$ cat config.mk
export PLATFORM = sky130hd
export DESIGN_NAME = blzd_ctrl
export DESIGN_NICKNAME = d
export VERILOG_FILES = /design/src/hw/rtl/assert_macros.svh /design/src/hw/rtl/blzd_pkg.sv /design/src/hw/rtl/blzd_ctrl.sv
export SDC_FILE = /design/constraint.sdc
export NUM_CORES = 1
export LEC_CHECK = 0
export ABC_AREA = 1
export BUFFER_PORTS_ARGS = -buffer_cell sky130_fd_sc_hd__buf_2
export CORE_AREA = 2 2 39 41
export DETAILED_ROUTE_END_ITERATION = 8
export DIE_AREA = 0 0 41 43
export PLACE_DENSITY = 0.49
export SYNTH_ARGS = -nofsm -noshare
export SYNTH_HDL_FRONTEND = slang
export SYNTH_SLANG_ARGS = --single-unit
$ cat constraint.sdc
create_clock -name clk -period 2.05 [get_ports clk]
set_input_delay 0.3075 -clock clk [delete_from_list [all_inputs] [get_ports clk]]
set_output_delay 0.3075 -clock clk [all_outputs]
set_load 0.02 [all_outputs]
$ cat src/hw/rtl/assert_macros.svh
// Assertion macros for the RTL files.
// No dependencies; included by the top level, which carries concurrent assertions.
`ifndef ASSERT_MACROS_SVH
`define ASSERT_MACROS_SVH

// Same-cycle implication, off during reset.
`define ASSERT_IMPLIES(label, clk, rst_n, ante, cons) \
  label: assert property (@(posedge clk) disable iff (!rst_n) (ante) |-> (cons)) \
    else $error("assertion failed: same-cycle implication");

// Next-cycle implication, off during reset.
`define ASSERT_NEXT(label, clk, rst_n, ante, cons) \
  label: assert property (@(posedge clk) disable iff (!rst_n) (ante) |=> (cons)) \
    else $error("assertion failed: next-cycle implication");

`endif

$ cat src/hw/rtl/blzd_pkg.sv
// Shared types, constants and helpers for the backward LZ bitstream decoder.
// No dependencies; imported by blzd_ctrl, blzd_dp, the top level and the testbench files.
package blzd_pkg;

  localparam int unsigned HISTORY_DEPTH    = 16384;
  localparam int unsigned MAX_OUT_PER_ITEM = 64;

  localparam int unsigned HIST_AW = $clog2(HISTORY_DEPTH);
  localparam int unsigned OB_AW   = (MAX_OUT_PER_ITEM > 1) ? $clog2(MAX_OUT_PER_ITEM) : 1;
  localparam int unsigned OB_NW   = $clog2(MAX_OUT_PER_ITEM + 1);

  localparam int unsigned OFFSET_BITS = 13;
  localparam logic [7:0]  LEN_BYTE_CONT = 8'd255;
  localparam logic [31:0] LEN3_ESC  = 32'd3;
  localparam logic [31:0] LEN5_ESC  = 32'd10;
  localparam logic [31:0] LENB_ESC  = 32'd41;
  localparam logic [31:0] MIN_MATCH = 32'd3;

  localparam logic OP_PUSH  = 1'b0;
  localparam logic OP_DRAIN = 1'b1;

  typedef enum logic [2:0] {
    PH_FLAG = 3'd0,
    PH_LIT  = 3'd1,
    PH_OFF  = 3'd2,
    PH_LEN2 = 3'd3,
    PH_LEN3 = 3'd4,
    PH_LEN5 = 3'd5,
    PH_LENB = 3'd6,
    PH_COPY = 3'd7
  } phase_t;

  // Controller -> datapath
  typedef struct packed {
    logic load_in;     // input beat accepted
    logic step;        // one parse step or literal
    logic copy_rd;     // history read for a match byte
    logic copy_wr;     // match byte lands
    logic emit_start;  // fetch first buffered result
    logic emit_next;   // result beat taken, fetch next
  } dp_cmd_t;

  // Datapath -> controller
  typedef struct packed {
    logic can_prog;
    logic is_copy;
    logic out_phase;   // copy or literal: produces a byte
    logic full;        // per-item byte budget used up
    logic rej;
    logic last;        // current result is the last of the item
  } dp_sts_t;

  // Bits a phase consumes before it can act.
  function automatic logic [3:0] phase_need(input phase_t ph);
    logic [3:0] n;
    case (ph)
      PH_FLAG: n = 4'd1;
      PH_LIT:  n = 4'd8;
      PH_OFF:  n = 4'd13;
      PH_LEN2: n = 4'd2;
      PH_LEN3: n = 4'd3;
      PH_LEN5: n = 4'd5;
      PH_LENB: n = 4'd8;
      default: n = 4'd0;
    endcase
    return n;
  endfunction

endpackage

$ cat src/hw/rtl/blzd_ctrl.sv
// Sequencing state machine of the backward LZ decoder.
// Depends on blzd_pkg; drives commands into blzd_dp.
module blzd_ctrl
  import blzd_pkg::*;
(
  input  logic    clk,
  input  logic    rst_n,
  input  logic    in_valid,
  output logic    in_ready,
  output logic    out_valid,
  input  logic    out_ready,
  input  dp_sts_t sts,
  output dp_cmd_t cmd
);

  typedef enum logic [3:0] {
    ST_IDLE = 4'b0001,
    ST_RUN  = 4'b0010,
    ST_COPY = 4'b0100,
    ST_EMIT = 4'b1000
  } state_t;

  state_t state_r, state_nxt;
  logic   stop;

  assign in_ready  = (state_r == ST_IDLE);
  assign out_valid = (state_r == ST_EMIT);

  assign stop = sts.rej || !sts.can_prog || (sts.out_phase && sts.full);

  always_comb begin
    state_nxt = state_r;
    cmd       = '0;
    case (state_r)
      ST_IDLE: begin
        if (in_valid) begin
          cmd.load_in = 1'b1;
          state_nxt   = ST_RUN;
        end
      end
      ST_RUN: begin
        if (stop) begin
          cmd.emit_start = 1'b1;
          state_nxt      = ST_EMIT;
        end else if (sts.is_copy) begin
          cmd.copy_rd = 1'b1;
          state_nxt   = ST_COPY;
        end else begin
          cmd.step = 1'b1;
        end
      end
      ST_COPY: begin
        cmd.copy_wr = 1'b1;
        state_nxt   = ST_RUN;
      end
      ST_EMIT: begin
        if (out_ready) begin
          if (sts.last) begin
            state_nxt = ST_IDLE;
          end else begin
            cmd.emit_next = 1'b1;
          end
        end
      end
      default: begin
        state_nxt = ST_IDLE;
      end
    endcase
  end

  always_ff @(posedge clk) begin
    if (!rst_n) begin
      state_r <= ST_IDLE;
    end else begin
      state_r <= state_nxt;
    end
  end

endmodule

==> results of run 1 <==
-- cell usage after synthesis --
cell type and number:
inv_1 13, inv_2 3, nand2_2 1, nand2_1 14, dfxtp_1 4, o21ai_1 1
nand3_1 4, nor2_1 11, nor3_1 2, nand4_1 1, nor2_4 2, nor3b_1 1
a21oi_1 1
-- area by class of cell --
type	instances	area [um^2]	area share [%]
Timing Repair Buffer	17	85.1	19.2
Inverter	16	60.1	13.5
Tap cell	16	20.0	4.51
Sequential cell	4	80.1	18.0
Multi-Input combinational cell	38	176	39.7
Clock buffer	3	22.5	5.07
-- report_power, final --
| part | switching [W] | internal [W] |
|---|---|---|
| clock | 0.0000299 | 0.0000653 |
| sequential | 0.00000894 | 0.0000906 |
| combinational | 0.0000955 | 0.0000516 |
| total | 0.000134 | 0.000207 |
-- logic make-up after synthesis --
logic type,count (synthesis)
compound gates,2
buf+inv,16
simple gates,36
flops,4
-- metal layers --
layer / wire (um) / vias up / track usage, %
met4: 0 / 0 / 8.00
met3: 48 / 0 / 3.14
li1: - / 209 / -
met5: 0 / - / 0
met1: 324 / 135 / 11.9
met2: 315 / 14 / 11.9
-- worst max-delay path, stage by stage (launching register included) --
cell     delay, ns
dfxtp_1       0.30
inv_1         0.09
nand2_2       0.07
nor2_4        0.17
o21ai_1       0.12
inv_1         0.06
buf_2         0.15
-- worst min path at each step --
stage | start | to | slack [ns] | cells past startpoint
floorplan | rst_n | state_r[0]$_SDFFE_PN1P_ | 0.45 | 3
global placement | rst_n | state_r[0]$_SDFFE_PN1P_ | 0.59 | 4
detailed placement | rst_n | state_r[0]$_SDFFE_PN1P_ | 0.58 | 4
CTS | rst_n | state_r[0]$_SDFFE_PN1P_ | 0.34 | 4
global route | rst_n | state_r[0]$_SDFFE_PN1P_ | 0.37 | 4
finish | rst_n | state_r[0]$_SDFFE_PN1P_ | 0.34 | 4
-- stage by stage --
step / total power [W] / area (um^2) / setup WS [ns]
after detailed placement: 0.000248 / 422 / 0.751
after floorplan: 0.000209 / 317 / 0.679
after global placement: 0.000248 / 422 / 0.773
final: 0.000342 / 444 / 0.556
after CTS: 0.000346 / 444 / 0.538
after global routing: 0.000377 / 444 / 0.414
==> impl_metrics.env, run 1 <==
export IMPL_clock_sinks=4
export IMPL_drt_iter0_markers=8
export IMPL_largest_register_ffs=4
export IMPL_syn_cell_area_um2=317
export IMPL_first_global_vias=279
export IMPL_synthTopCellsByArea="dfxtp_1, nand2_1, inv_1"
export IMPL_coreArea_um2=1380
export IMPL_syn_area_per_cell_um2=5.46
export IMPL_gr_total_overflow=0
export IMPL_skew_ns=0.00251
export IMPL_dieHeight_um=43
export IMPL_synthSimpleGateAreaFrac_pct=52.6
export IMPL_endpoint="cmd[1]"
export IMPL_initial_core_util_pct=22.9
export IMPL_crit_type="reg2out"
export IMPL_slew_headroom_pct=87.9
export IMPL_dpl_hpwl_um=603
export IMPL_tns_ns=0
export IMPL_track_usage_pct=9.33
export IMPL_ys_ff_latch=4
export IMPL_final_antenna_net_count=0
export IMPL_drive_gt1_share_pct=33.3
export IMPL_power_per_cell_area_nw_per_um2=770
export IMPL_critPathMaxFanout=5
export IMPL_io_buffers=17
export IMPL_tritoncts="built"
export IMPL_startpoint="state_r[0]$_SDFFE_PN1P_"
export IMPL_ir_drop_uv=253
export IMPL_r2r_end="state_r[0]$_SDFFE_PN1P_"
export IMPL_synth_compound_area_share_pct=3.16
export IMPL_final_common_cell="buf_2"
export IMPL_place_inst=91
export IMPL_fin_nets=90
export IMPL_regToRegSetupSlack_ns=1.04
export IMPL_final_max_slew_violation_count=0
export IMPL_n_antenna_cell=0
export IMPL_hp_class="in2reg"
export IMPL_cts_root_buf="clkbuf_4"
export IMPL_arrival_ns=1.19
export IMPL_wl_per_cell_um=7.32
export IMPL_max_freq_mhz=669
export IMPL_synth_top_family_by_area="simple AND/OR/NAND/NOR gates"
export IMPL_cp_start_kind="register"
export IMPL_area_growth_pct=40.3
export IMPL_finalCriticalPeriod_ns=1.49
export IMPL_synth_cell_types=13
export IMPL_drc=0
export IMPL_layout_common_cells="buf_2, nand2_1, inv_1"
export IMPL_antenna_found_initial=0
export IMPL_final_core_util_pct=32.1
export IMPL_synth_fa_ha_area_share_pct=0
export IMPL_cts_buffers=3
export IMPL_cts_resized=0
export IMPL_leakagePower_nw=0.281
export IMPL_yosys_area_share_xor_xnor_pct=0
export IMPL_hold_violations=0
export IMPL_first_pass_iters=4
export IMPL_status="completed"
export IMPL_routed_via_density=3.81
export IMPL_hold_slack_ns=0.339
export IMPL_post_cts_buffers=0
export IMPL_io_pins=18
export IMPL_regMostFlops="state_r"
export IMPL_rows=14
export IMPL_clk_latency_ns=0.23
export IMPL_vias=358
export IMPL_clkTransAtPathRegs_ns=0.04
export IMPL_fillers=165
export IMPL_routed_wl_um=688
export IMPL_worst_ep_required_time_ns=1.74
export IMPL_grt_max_degree=6
export IMPL_period_share_pct=72.9
export IMPL_tightest_slew_ns=0.181
export IMPL_synthMuxAreaShare_pct=0
export IMPL_synth_nets=68
export IMPL_clockBufferDepth=2
export IMPL_cts_max_level=1
export IMPL_synthCells=58
export IMPL_die_area_um2=1760
export IMPL_postCtsHoldBufs=0
export IMPL_gp_congestion=0.676
export IMPL_r2r_start="state_r[0]$_SDFFE_PN1P_"
export IMPL_grt_pass1_wl_um=1060
export IMPL_crit_path_end_kind="output port"
export IMPL_yosys_area_top_type="dfxtp_1"
export IMPL_ys_warn_count=0
export IMPL_yosysSeqAreaShare_pct=25.3
export IMPL_rsz0062_at_grt="false"
export IMPL_top_regs="state_r: 4 flops"
export IMPL_setup_viol=0
export IMPL_ff2ff_path_depth=8
export IMPL_final_cells=94
export IMPL_synth_top_cell_area_share_pct=25.3
export IMPL_drv_cap=0
export IMPL_fp_dieW_um=41
Power figures use the tool's default switching activity.
==> inputs of run 2 (changes only) <==
clock period = 1.4 ns   (was 2.05 ns; I/O delays follow)
==> impl_metrics.env, run 2 (same netlist as run 1, synthesis figures left out) <==
export IMPL_status="completed"
export IMPL_r2r_start="state_r[3]$_SDFFE_PN0P_"
export IMPL_holdPathEnd="state_r[0]$_SDFFE_PN1P_"
export IMPL_rows=14
export IMPL_arrival_ns=1.15
export IMPL_largest_register_ffs=4
export IMPL_tightest_slew_ns=0.205
export IMPL_track_usage_pct=9.54
export IMPL_gr_total_overflow=0
export IMPL_final_antenna_net_count=0
export IMPL_path_cells="inv_2, nand2_2, nor2_4, nand2_2, nor2_1, buf_4"
export IMPL_io_pins=18
export IMPL_top_regs="state_r: 4 flops"
export IMPL_vias=379
export IMPL_clk_latency_ns=0.24
export IMPL_critPathMaxFanout=5
export IMPL_fillers=160
export IMPL_fp_dieW_um=41
export IMPL_gp_congestion=0.705
export IMPL_routed_wl_um=718
export IMPL_leakagePower_nw=0.285
export IMPL_io_buffers=17
export IMPL_tritoncts="built"
export IMPL_regToRegSetupSlack_ns=0.39
export IMPL_regMostFlops="state_r"
export IMPL_dp_slack_ns=0.260
export IMPL_rsz0062_at_grt="true"
export IMPL_setup_viol=0
export IMPL_tns_ns=0
export IMPL_hp_class="in2reg"
export IMPL_drt_iter0_markers=0
export IMPL_r2r_end="state_r[0]$_SDFFE_PN1P_"
export IMPL_period_share_pct=96.9
export IMPL_final_max_slew_violation_count=0
export IMPL_max_freq_mhz=737
export IMPL_ff2ff_path_depth=8
export IMPL_power_per_cell_area_nw_per_um2=1080
export IMPL_final_core_util_pct=34.9
export IMPL_first_pass_iters=1
export IMPL_cts_max_level=1
export IMPL_skew_ns=0.00120
export IMPL_hold_violations=0
export IMPL_cp_start_kind="register"
export IMPL_clockBufferDepth=2
export IMPL_slew_headroom_pct=86.3
export IMPL_finalCriticalPeriod_ns=1.36
export IMPL_postCtsHoldBufs=0
export IMPL_crit_type="reg2out"
export IMPL_wl_per_cell_um=7.64
export IMPL_dieHeight_um=43
export IMPL_grt_pass1_wl_um=1100
export IMPL_drv_cap=0
export IMPL_cts_buffers=3
export IMPL_initial_core_util_pct=22.9
export IMPL_coreArea_um2=1380
export IMPL_die_area_um2=1760
export IMPL_ir_drop_uv=338
export IMPL_holdCritStartpoint="rst_n"
export IMPL_slowest_delay_ns=0.31
export IMPL_seqCellArea_um2=82.6
export IMPL_crit_path_top_delay_cell="dfxtp_2"
export IMPL_post_cts_buffers=0
export IMPL_dpl_hpwl_um=621
export IMPL_layout_common_cells="nand2_1, buf_2, inv_1"
export IMPL_path_common_cell="nand2_2"
export IMPL_multi_input_area_um2=193
export IMPL_crit_path_end_kind="output port"
export IMPL_grt_max_degree=6
export IMPL_first_global_vias=308
export IMPL_n_antenna_cell=0
export IMPL_post_route_cell_area_um2=483
export IMPL_placed_area_um2=422
export IMPL_area_growth_pct=52.6
export IMPL_drive_gt1_share_pct=44.9
export IMPL_antenna_found_initial=0
export IMPL_timing_final_ws_setup_ns=0.0428
export IMPL_fin_nets=90
export IMPL_drc=0
export IMPL_worst_ep_required_time_ns=1.19
export IMPL_hold_depth=4
export IMPL_cts_root_buf="clkbuf_4"
export IMPL_clkTransAtPathRegs_ns=0.04
export IMPL_routed_via_density=4.03
export IMPL_clock_sinks=4
==> run 2: per-stage QoR <==
step	power, W	std cells	hold WS [ns]
after floorplan	0.000306	58	0.356
after global placement	0.000364	91	0.489
after detailed placement	0.000365	91	0.489
after CTS	0.000517	94	0.237
after global routing	0.000571	94	0.262
final	0.000521	94	0.235
==> run 2: how the worst max path moves through the flow <==
stage                   to  cells after the start                    start
finish              cmd[3]                      6  state_r[3]$_SDFFE_PN0P_
global placement    cmd[0]                      5  state_r[3]$_SDFFE_PN0P_
detailed placement  cmd[3]                      6  state_r[0]$_SDFFE_PN1P_
global route        cmd[3]                      6  state_r[3]$_SDFFE_PN0P_
floorplan           cmd[0]                      4  state_r[3]$_SDFFE_PN0P_
CTS                 cmd[3]                      6  state_r[0]$_SDFFE_PN1P_
==> run 2: where the power goes <==
group / internal, W / total, W / switching [W]
Combinational: 0.0000845 / 0.000229 / 0.000145
Sequential: 0.000133 / 0.000147 / 0.0000143
Clock: 0.0000960 / 0.000145 / 0.0000489
==> run 2: metal layers <==
metal	GRT usage, %	part of all wire (%)	vias to the layer above
li1	-	-	211
met1	11.3	43	152
met5	0	0	-
met4	8.00	1.8	0
met3	3.14	5.8	2
met2	13.1	49	14
==> run 2: final cells by class <==
type | instances | area share, %
repair buffers | 17 | 21.8
clock buffers | 3 | 4.66
well taps | 16 | 4.15
flip-flops and latches | 4 | 17.1
inverters | 16 | 12.4
multi-input cells | 38 | 39.9
==> run 2: critical path: cells and delay by family (launching register included) <==
family	cells	cell delay, ns
buffers and inverters	2	0.21
flip-flops	1	0.31
AND/OR/NAND/NOR	4	0.39
==> run 2: what timing repair did <==
item                                    4_1_cts  5_1_grt
resized for setup                             2       14
pin swaps                                     0        2
endpoints found under the setup margin        2        5
